## src/rtl/core/eth_tx_pkg.sv

```systemverilog
// Shared constants, types and functions of the 10BASE-T transmit framer.
package eth_tx_pkg;

  localparam int MAX_FRAME_BYTES = 1518;
  localparam int MIN_FRAME_BYTES = 60;
  localparam int COUNT_W         = 11;
  localparam int REPS_W          = 6;
  localparam int WORD_W          = 32;
  localparam int OUT_TDATA_W     = 40;

  localparam logic [COUNT_W-1:0] MAX_COUNT   = COUNT_W'(MAX_FRAME_BYTES);
  localparam logic [COUNT_W-1:0] MIN_COUNT   = COUNT_W'(MIN_FRAME_BYTES);
  localparam logic [7:0]         PRE_BYTE    = 8'h55;
  localparam logic [7:0]         SFD_BYTE    = 8'hD5;
  localparam logic [REPS_W-1:0]  PRE_REPS    = 6'd7;
  localparam logic [WORD_W-1:0]  IDLE_WORD   = 32'h0000_0AAA;
  localparam logic [31:0]        CRC_INIT    = 32'hFFFF_FFFF;
  localparam logic [31:0]        CRC_POLY    = 32'hEDB8_8320;

  typedef enum logic [2:0] {
    W_PRE  = 3'd0,
    W_SFD  = 3'd1,
    W_DATA = 3'd2,
    W_PAD  = 3'd3,
    W_FCS  = 3'd4,
    W_IDLE = 3'd5
  } word_sel_t;

  typedef struct packed {
    logic      take;
    logic      emit;
    word_sel_t sel;
    logic      emit_last;
    logic      frame_open;
    logic      crc_data;
    logic      crc_pad;
    logic      fcs_adv;
    logic      frame_close;
  } ctrl_cmd_t;

  typedef struct packed {
    logic in_frame;
    logic drop;
    logic short_frame;
    logic fcs_last;
    logic out_free;
    logic last;
  } dp_status_t;

  function automatic logic [WORD_W-1:0] manchester(input logic [7:0] b);
    logic [WORD_W-1:0] w;
    w = '0;
    for (int i = 0; i < 8; i++) begin
      w[4*i +: 4] = b[i] ? 4'h9 : 4'h6;
    end
    return w;
  endfunction

  function automatic logic [31:0] crc_byte(input logic [31:0] c, input logic [7:0] b);
    logic [31:0] r;
    r = c ^ {24'd0, b};
    for (int i = 0; i < 8; i++) begin
      r = r[0] ? ((r >> 1) ^ CRC_POLY) : (r >> 1);
    end
    return r;
  endfunction

endpackage

```

## src/rtl/core/ethernet_10baset_tx_framer_unit.sv

```systemverilog
// Top level of the 10BASE-T Manchester transmit framer.
// Each in-frame byte is held on accept and its line word is registered once the output is free.
// The first byte of a frame is preceded by the preamble and SFD words.
// A final byte is followed by a pad word when short (one CRC step per pad byte, up to
// 59), then four FCS words and an idle word. A new byte is taken only in the idle state.
// Synchronous reset closes any open frame and empties the output register.
module ethernet_10baset_tx_framer_unit (
  input  logic                                clk,
  input  logic                                rst,
  input  logic                                s_tvalid,
  output logic                                s_tready,
  input  logic [7:0]                          s_tdata,  // [7:0] data_byte
  input  logic                                s_tlast,
  output logic                                m_tvalid,
  input  logic                                m_tready,
  output logic [eth_tx_pkg::OUT_TDATA_W-1:0]  m_tdata,  // [31:0] line_word, [37:32] repeat_count
  output logic                                m_tlast
);

  eth_tx_pkg::ctrl_cmd_t  cmd;
  eth_tx_pkg::dp_status_t status;

  eth_tx_ctrl u_ctrl (
    .clk      (clk),
    .rst      (rst),
    .s_tvalid (s_tvalid),
    .s_tready (s_tready),
    .status   (status),
    .cmd      (cmd)
  );

  eth_tx_dp u_dp (
    .clk      (clk),
    .rst      (rst),
    .cmd      (cmd),
    .status   (status),
    .in_byte  (s_tdata),
    .in_last  (s_tlast),
    .m_tvalid (m_tvalid),
    .m_tready (m_tready),
    .m_tdata  (m_tdata),
    .m_tlast  (m_tlast)
  );

endmodule

```

## src/rtl/core/eth_tx_dp.sv

```systemverilog
// Datapath of the transmit framer: byte hold, counters, CRC and output register.
module eth_tx_dp (
  input  logic                                 clk,
  input  logic                                 rst,
  input  eth_tx_pkg::ctrl_cmd_t                cmd,
  output eth_tx_pkg::dp_status_t               status,
  input  logic [7:0]                           in_byte,
  input  logic                                 in_last,
  output logic                                 m_tvalid,
  input  logic                                 m_tready,
  output logic [eth_tx_pkg::OUT_TDATA_W-1:0]   m_tdata,
  output logic                                 m_tlast
);

  logic                               in_frame;
  logic [eth_tx_pkg::COUNT_W-1:0]     byte_count;
  logic [31:0]                        crc;
  logic [7:0]                         data_reg;
  logic                               last_reg;
  logic [1:0]                         fcs_idx;
  logic [31:0]                        fcs;
  logic [eth_tx_pkg::WORD_W-1:0]      word_next;
  logic [eth_tx_pkg::REPS_W-1:0]      reps_next;
  logic [eth_tx_pkg::COUNT_W-1:0]     pad_span;

  assign fcs      = ~crc;
  assign pad_span = eth_tx_pkg::MIN_COUNT - byte_count;

  always_comb begin
    word_next = eth_tx_pkg::IDLE_WORD;
    reps_next = eth_tx_pkg::REPS_W'(1);
    unique case (cmd.sel)
      eth_tx_pkg::W_PRE: begin
        word_next = eth_tx_pkg::manchester(eth_tx_pkg::PRE_BYTE);
        reps_next = eth_tx_pkg::PRE_REPS;
      end
      eth_tx_pkg::W_SFD:  word_next = eth_tx_pkg::manchester(eth_tx_pkg::SFD_BYTE);
      eth_tx_pkg::W_DATA: word_next = eth_tx_pkg::manchester(data_reg);
      eth_tx_pkg::W_PAD: begin
        word_next = eth_tx_pkg::manchester(8'h00);
        reps_next = pad_span[eth_tx_pkg::REPS_W-1:0];
      end
      eth_tx_pkg::W_FCS:  word_next = eth_tx_pkg::manchester(fcs[8*fcs_idx +: 8]);
      eth_tx_pkg::W_IDLE: word_next = eth_tx_pkg::IDLE_WORD;
      default:            word_next = eth_tx_pkg::IDLE_WORD;
    endcase
  end

  always_ff @(posedge clk) begin
    if (cmd.take) begin
      data_reg <= in_byte;
      last_reg <= in_last;
    end
    if (cmd.emit) begin
      m_tdata <= {2'b00, reps_next, word_next};
      m_tlast <= cmd.emit_last;
    end
  end

  always_ff @(posedge clk) begin
    if (rst) begin
      in_frame   <= 1'b0;
      byte_count <= '0;
      crc        <= eth_tx_pkg::CRC_INIT;
      fcs_idx    <= '0;
      m_tvalid   <= 1'b0;
    end else begin
      if (cmd.emit) begin
        m_tvalid <= 1'b1;
      end else if (m_tready) begin
        m_tvalid <= 1'b0;
      end
      if (cmd.frame_close) begin
        in_frame   <= 1'b0;
        byte_count <= '0;
        crc        <= eth_tx_pkg::CRC_INIT;
        fcs_idx    <= '0;
      end else if (cmd.frame_open) begin
        in_frame   <= 1'b1;
        byte_count <= '0;
        crc        <= eth_tx_pkg::CRC_INIT;
        fcs_idx    <= '0;
      end else if (cmd.crc_data) begin
        crc        <= eth_tx_pkg::crc_byte(crc, data_reg);
        byte_count <= byte_count + 1'b1;
      end else if (cmd.crc_pad) begin
        crc        <= eth_tx_pkg::crc_byte(crc, 8'h00);
        byte_count <= byte_count + 1'b1;
      end else if (cmd.fcs_adv) begin
        fcs_idx    <= fcs_idx + 1'b1;
      end
    end
  end

  assign status.in_frame    = in_frame;
  assign status.drop        = (byte_count >= eth_tx_pkg::MAX_COUNT);
  assign status.short_frame = (byte_count < eth_tx_pkg::MIN_COUNT);
  assign status.fcs_last    = (fcs_idx == 2'd3);
  assign status.out_free    = !m_tvalid || m_tready;
  assign status.last        = last_reg;

endmodule

```

## src/rtl/core/eth_tx_ctrl.sv

```systemverilog
// Controller state machine of the transmit framer.
module eth_tx_ctrl (
  input  logic                   clk,
  input  logic                   rst,
  input  logic                   s_tvalid,
  output logic                   s_tready,
  input  eth_tx_pkg::dp_status_t status,
  output eth_tx_pkg::ctrl_cmd_t  cmd
);

  typedef enum logic [7:0] {
    S_IDLE   = 8'b0000_0001,
    S_PRE    = 8'b0000_0010,
    S_SFD    = 8'b0000_0100,
    S_DATA   = 8'b0000_1000,
    S_PAD    = 8'b0001_0000,
    S_PADCRC = 8'b0010_0000,
    S_FCS    = 8'b0100_0000,
    S_TAIL   = 8'b1000_0000
  } state_t;

  state_t state;
  state_t state_next;

  assign s_tready = (state == S_IDLE);

  always_comb begin
    state_next = state;
    cmd        = '0;
    cmd.sel    = eth_tx_pkg::W_IDLE;
    unique case (state)
      S_IDLE: begin
        if (s_tvalid) begin
          cmd.take   = 1'b1;
          state_next = status.in_frame ? S_DATA : S_PRE;
        end
      end
      S_PRE: begin
        if (status.out_free) begin
          cmd.emit       = 1'b1;
          cmd.sel        = eth_tx_pkg::W_PRE;
          cmd.frame_open = 1'b1;
          state_next     = S_SFD;
        end
      end
      S_SFD: begin
        if (status.out_free) begin
          cmd.emit   = 1'b1;
          cmd.sel    = eth_tx_pkg::W_SFD;
          state_next = S_DATA;
        end
      end
      S_DATA: begin
        if (status.drop) begin
          state_next = status.last ? S_PAD : S_IDLE;
        end else if (status.out_free) begin
          cmd.emit      = 1'b1;
          cmd.sel       = eth_tx_pkg::W_DATA;
          cmd.emit_last = !status.last;
          cmd.crc_data  = 1'b1;
          state_next    = status.last ? S_PAD : S_IDLE;
        end
      end
      S_PAD: begin
        if (!status.short_frame) begin
          state_next = S_FCS;
        end else if (status.out_free) begin
          cmd.emit   = 1'b1;
          cmd.sel    = eth_tx_pkg::W_PAD;
          state_next = S_PADCRC;
        end
      end
      S_PADCRC: begin
        if (status.short_frame) begin
          cmd.crc_pad = 1'b1;
        end else begin
          state_next = S_FCS;
        end
      end
      S_FCS: begin
        if (status.out_free) begin
          cmd.emit    = 1'b1;
          cmd.sel     = eth_tx_pkg::W_FCS;
          cmd.fcs_adv = 1'b1;
          if (status.fcs_last) begin
            state_next = S_TAIL;
          end
        end
      end
      S_TAIL: begin
        if (status.out_free) begin
          cmd.emit        = 1'b1;
          cmd.sel         = eth_tx_pkg::W_IDLE;
          cmd.emit_last   = 1'b1;
          cmd.frame_close = 1'b1;
          state_next      = S_IDLE;
        end
      end
      default: state_next = S_IDLE;
    endcase
  end

  always_ff @(posedge clk) begin
    if (rst) begin
      state <= S_IDLE;
    end else begin
      state <= state_next;
    end
  end

endmodule

```

## config.mk

```make
export PLATFORM = sky130hd
export DESIGN_NAME = ethernet_10baset_tx_framer_unit
export DESIGN_NICKNAME = d
export VERILOG_FILES = /design/src/rtl/core/eth_tx_pkg.sv /design/src/rtl/core/ethernet_10baset_tx_framer_unit.sv /design/src/rtl/core/eth_tx_dp.sv /design/src/rtl/core/eth_tx_ctrl.sv
export SDC_FILE = /design/constraint.sdc
export NUM_CORES = 1
export LEC_CHECK = 0
export ABC_AREA = 0
export BUFFER_PORTS_ARGS = -buffer_cell sky130_fd_sc_hd__clkbuf_2
export CORE_MARGIN = 2
export CORE_UTILIZATION = 44
export CTS_CLUSTER_SIZE = 8
export DETAILED_ROUTE_END_ITERATION = 7
export MAX_ROUTING_LAYER = met4
export PLACE_DENSITY = 0.67
export SETUP_SLACK_MARGIN = 0.05
export SYNTH_ARGS = -nofsm -noshare
export SYNTH_HDL_FRONTEND = slang
export SYNTH_HIERARCHICAL = 1
export SYNTH_SLANG_ARGS = --single-unit
export TNS_END_PERCENT = 20
```

## constraint.sdc

```tcl
create_clock -name clk -period 2.97 [get_ports clk]
set_input_delay 0.1485 -clock clk [delete_from_list [all_inputs] [get_ports clk]]
set_output_delay 0.1485 -clock clk [all_outputs]
set_load 0.005 [all_outputs]
```

==> results.yml, run 1 <==
run_status:
  status: "finished, final reports clean"
cts:
  cts_buffer_depth: 2
  numCtsBuffers: 9
  cts_tree: "yes"
  clockRootBuffer: "clkbuf_16"
  cts-htree-levels: 3
  clkSinkCount: 93
  clk_pin_slew_worst_paths_ns: 0.07
  clk_latency_ns: 0.35
worst_hold_path:
  hold_path_depth: 3
  hold_class: "input port to flop"
die:
  core_um2: 13930
  initial_core_util_pct: 45.16
  die_area_um2: 15280
  fp.dieW_um: 123.6
  io_pins: 56
  num_rows: 43
  die_h_um: 123.6
detailed_routing:
  drt-pass1-iter-count: 5
  vias_per_cell: 5.568
  wl_per_cell_um: 17.85
  vias: 4861
  drtIter0Drc: 495
  ant_nets: 0
  drt-total-wl_um: 15580
  drc: 0
place:
  gp_congestion: 0.9588
  numPortBuffers: 53
  dpl_worst_slack_ns: 0.1050
  dp_hpwl_um: 11250
timing:
  timing.final.ws_setup_ns: 0.1834
  grt_setup_unrepaired: "no"
  maxSlewViolCount: 0
  worst_slew_pin_slew_ns: 0.6771
  max_freq_mhz: 358.9
  relSlewSlack_pct: 54.80
  setup_viol: 0
  layout_min_cycle_time_ns: 2.787
  fin_worst_skew_ns: 0.008919
  hold_viol_final: 0
  fin_crit_sh_pct: 93.83
flow_run:
  maxCapViolations: 0
global_routing:
  grt_usage_pct: 22.57
  antenna_found_initial: 0
  first_global_vias: 4732
  grt_first_pass_wirelength_um: 25340
  grt-ovfl-total: 0
  grt_max_degree: 51
synth:
  yosys_warnings: 6
  ys_seq_area_share_pct: 35.63
  ys_ff_latch: 93
  synth_area_leaders: "edfxtp_1, dfxtp_1, xnor2_1"
  ys.flop_type: "dfxtp_1"
  async_flop_share_pct: 0
  netlist_area_um2: 6294
  synth_edf_count: 38
  yosys.area.top_type_share_pct: 18.13
  syn-instance-count: 639
  synthTopCellsByCount: "xnor2_1, dfxtp_1, nor2_1, nand2_1"
  synth_top_area_cell: "edfxtp_1"
  synth.most_common_cell: "xnor2_1"
  ys_types: 70
  avgSynthCellArea_um2: 9.849
worst_setup_path:
  cp-start-kind: "flop"
  worst_path_max_delay_cell: "or4_4"
  worst-path-max-fanout: 4
  ff2ff_setup_slack_ns: 0.18
  path_depth: 9
  path_delay_family: "simple AND/OR/NAND/NOR gates"
  critical_path_class: "flop to flop"
  rr_worst_depth: 9
  cp_data_arrival_time_ns: 2.89
  crit_required_ns: 3.07
  worstPathCellList: "or4_4 > or4_4 > nand4_1 > nand3_2 > or2_2 > or2_2 > o21a_1 > inv_1 > a21oi_1"
  path_buf_inv: 1
  slowest_delay_ns: 0.55
  endpoint_kind: "flop"
cells_and_area:
  syn2layout_area_growth_pct: 13.80
  largest-register: "u_dp/crc"
  largest_reg_flops: 32
  fillers: 1258
  final_core_util_pct: 51.40
  nets: 704
  n_antenna_cell: 0
  drive_above_1_share_pct: 21.07
  largestRegisters: "u_dp/crc: 32 flops, u_dp/m_tdata: 28 flops, u_dp/byte_count: 11 flops"
power:
  ir_drop_uv: 342.1
  p_per_area_nw_per_um2: 589.3
  p_leak_nw: 2.852
## per-stage QoR
| step | TNS (ns) | area [um^2] | cells | power (W) | hold WS [ns] |
|---|---|---|---|---|---|
| global placement | 0 | 6753 | 847 | 0.003060 | 0.3311 |
| finish | 0 | 7162 | 873 | 0.004221 | 0.1219 |
| global route | 0 | 7162 | 873 | 0.004457 | 0.1313 |
| CTS | 0 | 7131 | 872 | 0.004236 | 0.1052 |
| detailed placement | 0 | 6753 | 847 | 0.003082 | 0.3332 |
| floorplan | -0.1265 | 6300 | 640 | 0.002751 | 0.2176 |
## what timing repair did
item,CTS,global route
endpoints found under the hold margin,9,0
setup buffers,0,1
hold buffers,9,0
resized for setup,0,7
setup endpoints to repair,0,6
## logic make-up after synthesis
group | synth area share (%)
simple gates | 14.29
xor+xnor | 26.46
compound gates | 12.82
flops | 35.63
other cells | 0.05958
mux | 3.638
buf+inv | 6.501
fa+ha+maj | 0.5965
## power by group
part	internal [W]	switching (W)	leakage, nW
clock network	0.000589	0.000551	0.145
registers	0.00147	0.000124	0.791
logic	0.000751	0.000736	1.92
## per-layer routing
layer  track usage (%)  vias to the layer above  part of all wire, %  wire length (um)
met2             36.09                      210                   48              7407
li1                  -                     2306                    -                 -
met4             6.676                        0                  2.1               331
met5                 -                        -                    0                 0
met1             28.92                     2317                   43              6655
met3             4.853                       28                  7.6              1187
## final cells by class
| type | instances | area [um^2] | area share, % |
|---|---|---|---|
| multi-input combinational | 466 | 3685 | 51.45 |
| sequential | 93 | 2242 | 31.31 |
| timing repair buffer | 97 | 643.1 | 8.980 |
| clock buffer | 9 | 225.2 | 3.145 |
| tap | 180 | 225.2 | 3.145 |
| inverter | 21 | 78.83 | 1.101 |
| clock inverter | 7 | 62.56 | 0.8735 |
## worst paths after layout
check                startpoint            endpoint
max             u_ctrl/state[4]     u_dp/m_tdata[0]
min                    s_tvalid     u_ctrl/state[0]
min reg2reg  u_dp/byte_count[7]  u_dp/byte_count[7]
max reg2reg     u_ctrl/state[4]     u_dp/m_tdata[0]
## worst reg2reg max path, stage by stage (launching register included)
cell and delay (ns):
dfxtp_1 0.31, or4_4 0.55, or4_4 0.47, nand4_1 0.16, nand3_2 0.11, or2_2 0.30
or2_2 0.29, o21a_1 0.22, inv_1 0.09, a21oi_1 0.04
## layout by cell type, fill, tap and decap left out, types with 6 or more instances in the layout
| master | netlist | final |
|---|---|---|
| o211ai_1 | 12 | 12 |
| xnor3_1 | 14 | 14 |
| nor2b_1 | 12 | 11 |
| xnor2_2 | 9 | 9 |
| xnor2_1 | 80 | 80 |
| dlygate4sd3_1 | 0 | 9 |
| dfxtp_1 | 55 | 55 |
| xor2_1 | 38 | 38 |
| nand2_1 | 45 | 45 |
| o21ai_0 | 20 | 18 |
| nand3_1 | 12 | 11 |
| inv_1 | 21 | 21 |
| or3_1 | 6 | 6 |
| mux4_2 | 7 | 7 |
| nand2b_1 | 7 | 7 |
| a21oi_1 | 36 | 36 |
| buf_4 | 22 | 33 |
| nor2_1 | 48 | 46 |
| and3_1 | 7 | 7 |
| mux2i_1 | 6 | 6 |
| a211oi_1 | 10 | 10 |
| nand4_1 | 9 | 9 |
| edfxtp_1 | 38 | 38 |
| clkbuf_16 | 0 | 9 |
| clkbuf_2 | 0 | 53 |
Note: power is estimated with default switching activity, not from simulation.
==> run 2, diff against run 1 <==
Settings changed: CTS_BUF_LIST set to sky130_fd_sc_hd__clkbuf_8, MAX_ROUTING_LAYER met4 to unset, SETUP_SLACK_MARGIN 0.05 to 0.4.
==> run 2 against run 1 <==
- count of clock-buffer cells in the layout unchanged
- clock skew up 0.0037 ns
- via count up 2.0%
- sequential share of layout area up 0.11 points
- setup slack better by 0.15 ns
- sequential power about the same
- global-route usage down 1.1 points
- worst hold slack worse by 0.033 ns
- fmax up 5.6%
- critical path depth unchanged
- critical endpoint unchanged
==> results.yml, run 2 (synthesized netlist as in run 1, its figures left out) <==
cells_and_area:
  multiInputGateArea_um2: 3751
  mostFrequentLayoutCell: "xnor2_1"
  most-common-layout-cells: "xnor2_1, clkbuf_2, dfxtp_1"
  largestRegisters: "u_dp/crc: 32 flops, u_dp/m_tdata: 28 flops, u_dp/byte_count: 11 flops"
  final_core_util_pct: 51.67
  nets: 710
  drive_above_1_share_pct: 24.46
  largest_reg_flops: 32
  syn2layout_area_growth_pct: 14.39
  fillers: 1207
  n_antenna_cell: 0
  seqCellArea_um2: 2262
  largest-register: "u_dp/crc"
die:
  die_area_um2: 15280
  core_um2: 13930
  fp.dieW_um: 123.6
  io_pins: 56
  die_h_um: 123.6
  initial_core_util_pct: 45.16
  num_rows: 43
worst_setup_path:
  crit_required_ns: 3.14
  worst-path-max-fanout: 3
  cp_data_arrival_time_ns: 2.81
  cp-start-kind: "flop"
  critical_path_class: "flop to flop"
  endpoint_kind: "flop"
detailed_routing:
  drt-total-wl_um: 15840
  drtIter0Drc: 526
  drt-pass1-iter-count: 5
  vias: 4956
  wl_per_cell_um: 18.02
  vias_per_cell: 5.638
  ant_nets: 0
  drc: 0
timing:
  maxSlewViolCount: 0
  setup_tns_ns: 0
  fin_crit_sh_pct: 88.83
  timing.final.ws_setup_ns: 0.3319
  max_freq_mhz: 379.1
  worst_slew_pin_slew_ns: 0.8176
  layout_min_cycle_time_ns: 2.638
  relSlewSlack_pct: 45.42
  setup_viol: 0
  grt_setup_unrepaired: "yes"
  fin_worst_skew_ns: 0.01262
  hold_viol_final: 0
place:
  dp_hpwl_um: 11080
  dpl_worst_slack_ns: 0.1209
  numPortBuffers: 53
  gp_congestion: 0.9430
power:
  ir_drop_uv: 346.4
  p_leak_nw: 2.845
  p_per_area_nw_per_um2: 560.6
  p_total_w: 0.004036
cts:
  numCtsBuffers: 9
  clk_latency_ns: 0.40
  cts_tree: "yes"
  clkSinkCount: 93
  cts_buffer_depth: 2
  cts-htree-levels: 3
  clk_pin_slew_worst_paths_ns: 0.11
  clockRootBuffer: "clkbuf_8"
global_routing:
  grt_usage_pct: 21.43
  grt-ovfl-total: 0
  grt_first_pass_wirelength_um: 24730
  antenna_found_initial: 0
  grt_max_degree: 51
  first_global_vias: 4611
worst_hold_path:
  hold_class: "input port to flop"
run_status:
  status: "finished, final reports clean"
flow_run:
  maxCapViolations: 0
-- run 2: cell types whose count changed in the layout (fill, tap and decap cells not counted), sizes merged --
| cell | change |
|---|---|
| buf | +6 |
| clkinv | -1 |
| clkinvlp | +1 |
-- run 2: path summary, 6_finish.rpt --
kind	slack (ns)	cells after the start	from	end
min	0.09	2	rst	u_ctrl/state[5]
max reg2reg	0.33	9	u_ctrl/state[4]	u_dp/m_tdata[0]
max	0.33	9	u_ctrl/state[4]	u_dp/m_tdata[0]
min reg2reg	0.52	2	u_dp/in_frame	u_dp/in_frame
-- run 2: power breakdown --
group	switching [W]	leakage, nW	internal, W
Sequential	0.000145	0.796	0.00147
Clock	0.000545	0.102	0.000333
Combinational	0.000754	1.95	0.000791
Total	0.00144	2.84	0.00259
-- run 2: repair_timing --
action	4_1_cts	5_1_grt
hold buffers	9	0
resized for setup	16	22
endpoints found under the setup margin	39	43
setup buffers	9	8
hold endpoints to repair	9	0
gates cloned	0	0
pin swaps	7	10
-- run 2: area by class of cell --
class | count | area share, %
Multi-Input combinational cell | 466 | 52.10
Sequential cell | 93 | 31.42
Timing Repair Buffer | 103 | 9.489
Tap cell | 180 | 3.128
Clock buffer | 9 | 1.721
Inverter | 21 | 1.147
Clock inverter | 7 | 0.9906
-- run 2: layer usage --
layer  part of all wire [%]  track usage, %
met2                     47           34.20
met5                      0               0
met1                     43           30.04
met3                    7.1           3.068
met4                    2.0           6.889
-- run 2: critical path, stage by stage, from the launching register on --
cell	delay, ns
dfxtp_4	0.36
or4_4	0.53
or4_4	0.44
nand4_1	0.15
nand3_2	0.12
or2_4	0.27
or2_4	0.23
o21a_1	0.21
inv_2	0.07
a21oi_2	0.03
-- run 2: metrics by stage --
stage	instance area, um^2	cells	hold WS [ns]
2_1_floorplan	6332	640	0.2176
3_3_place_gp	6673	837	0.3271
3_5_place_dp	6673	837	0.3271
4_1_cts	7072	871	0.08377
5_1_grt	7199	879	0.1089
6_report	7199	879	0.08905
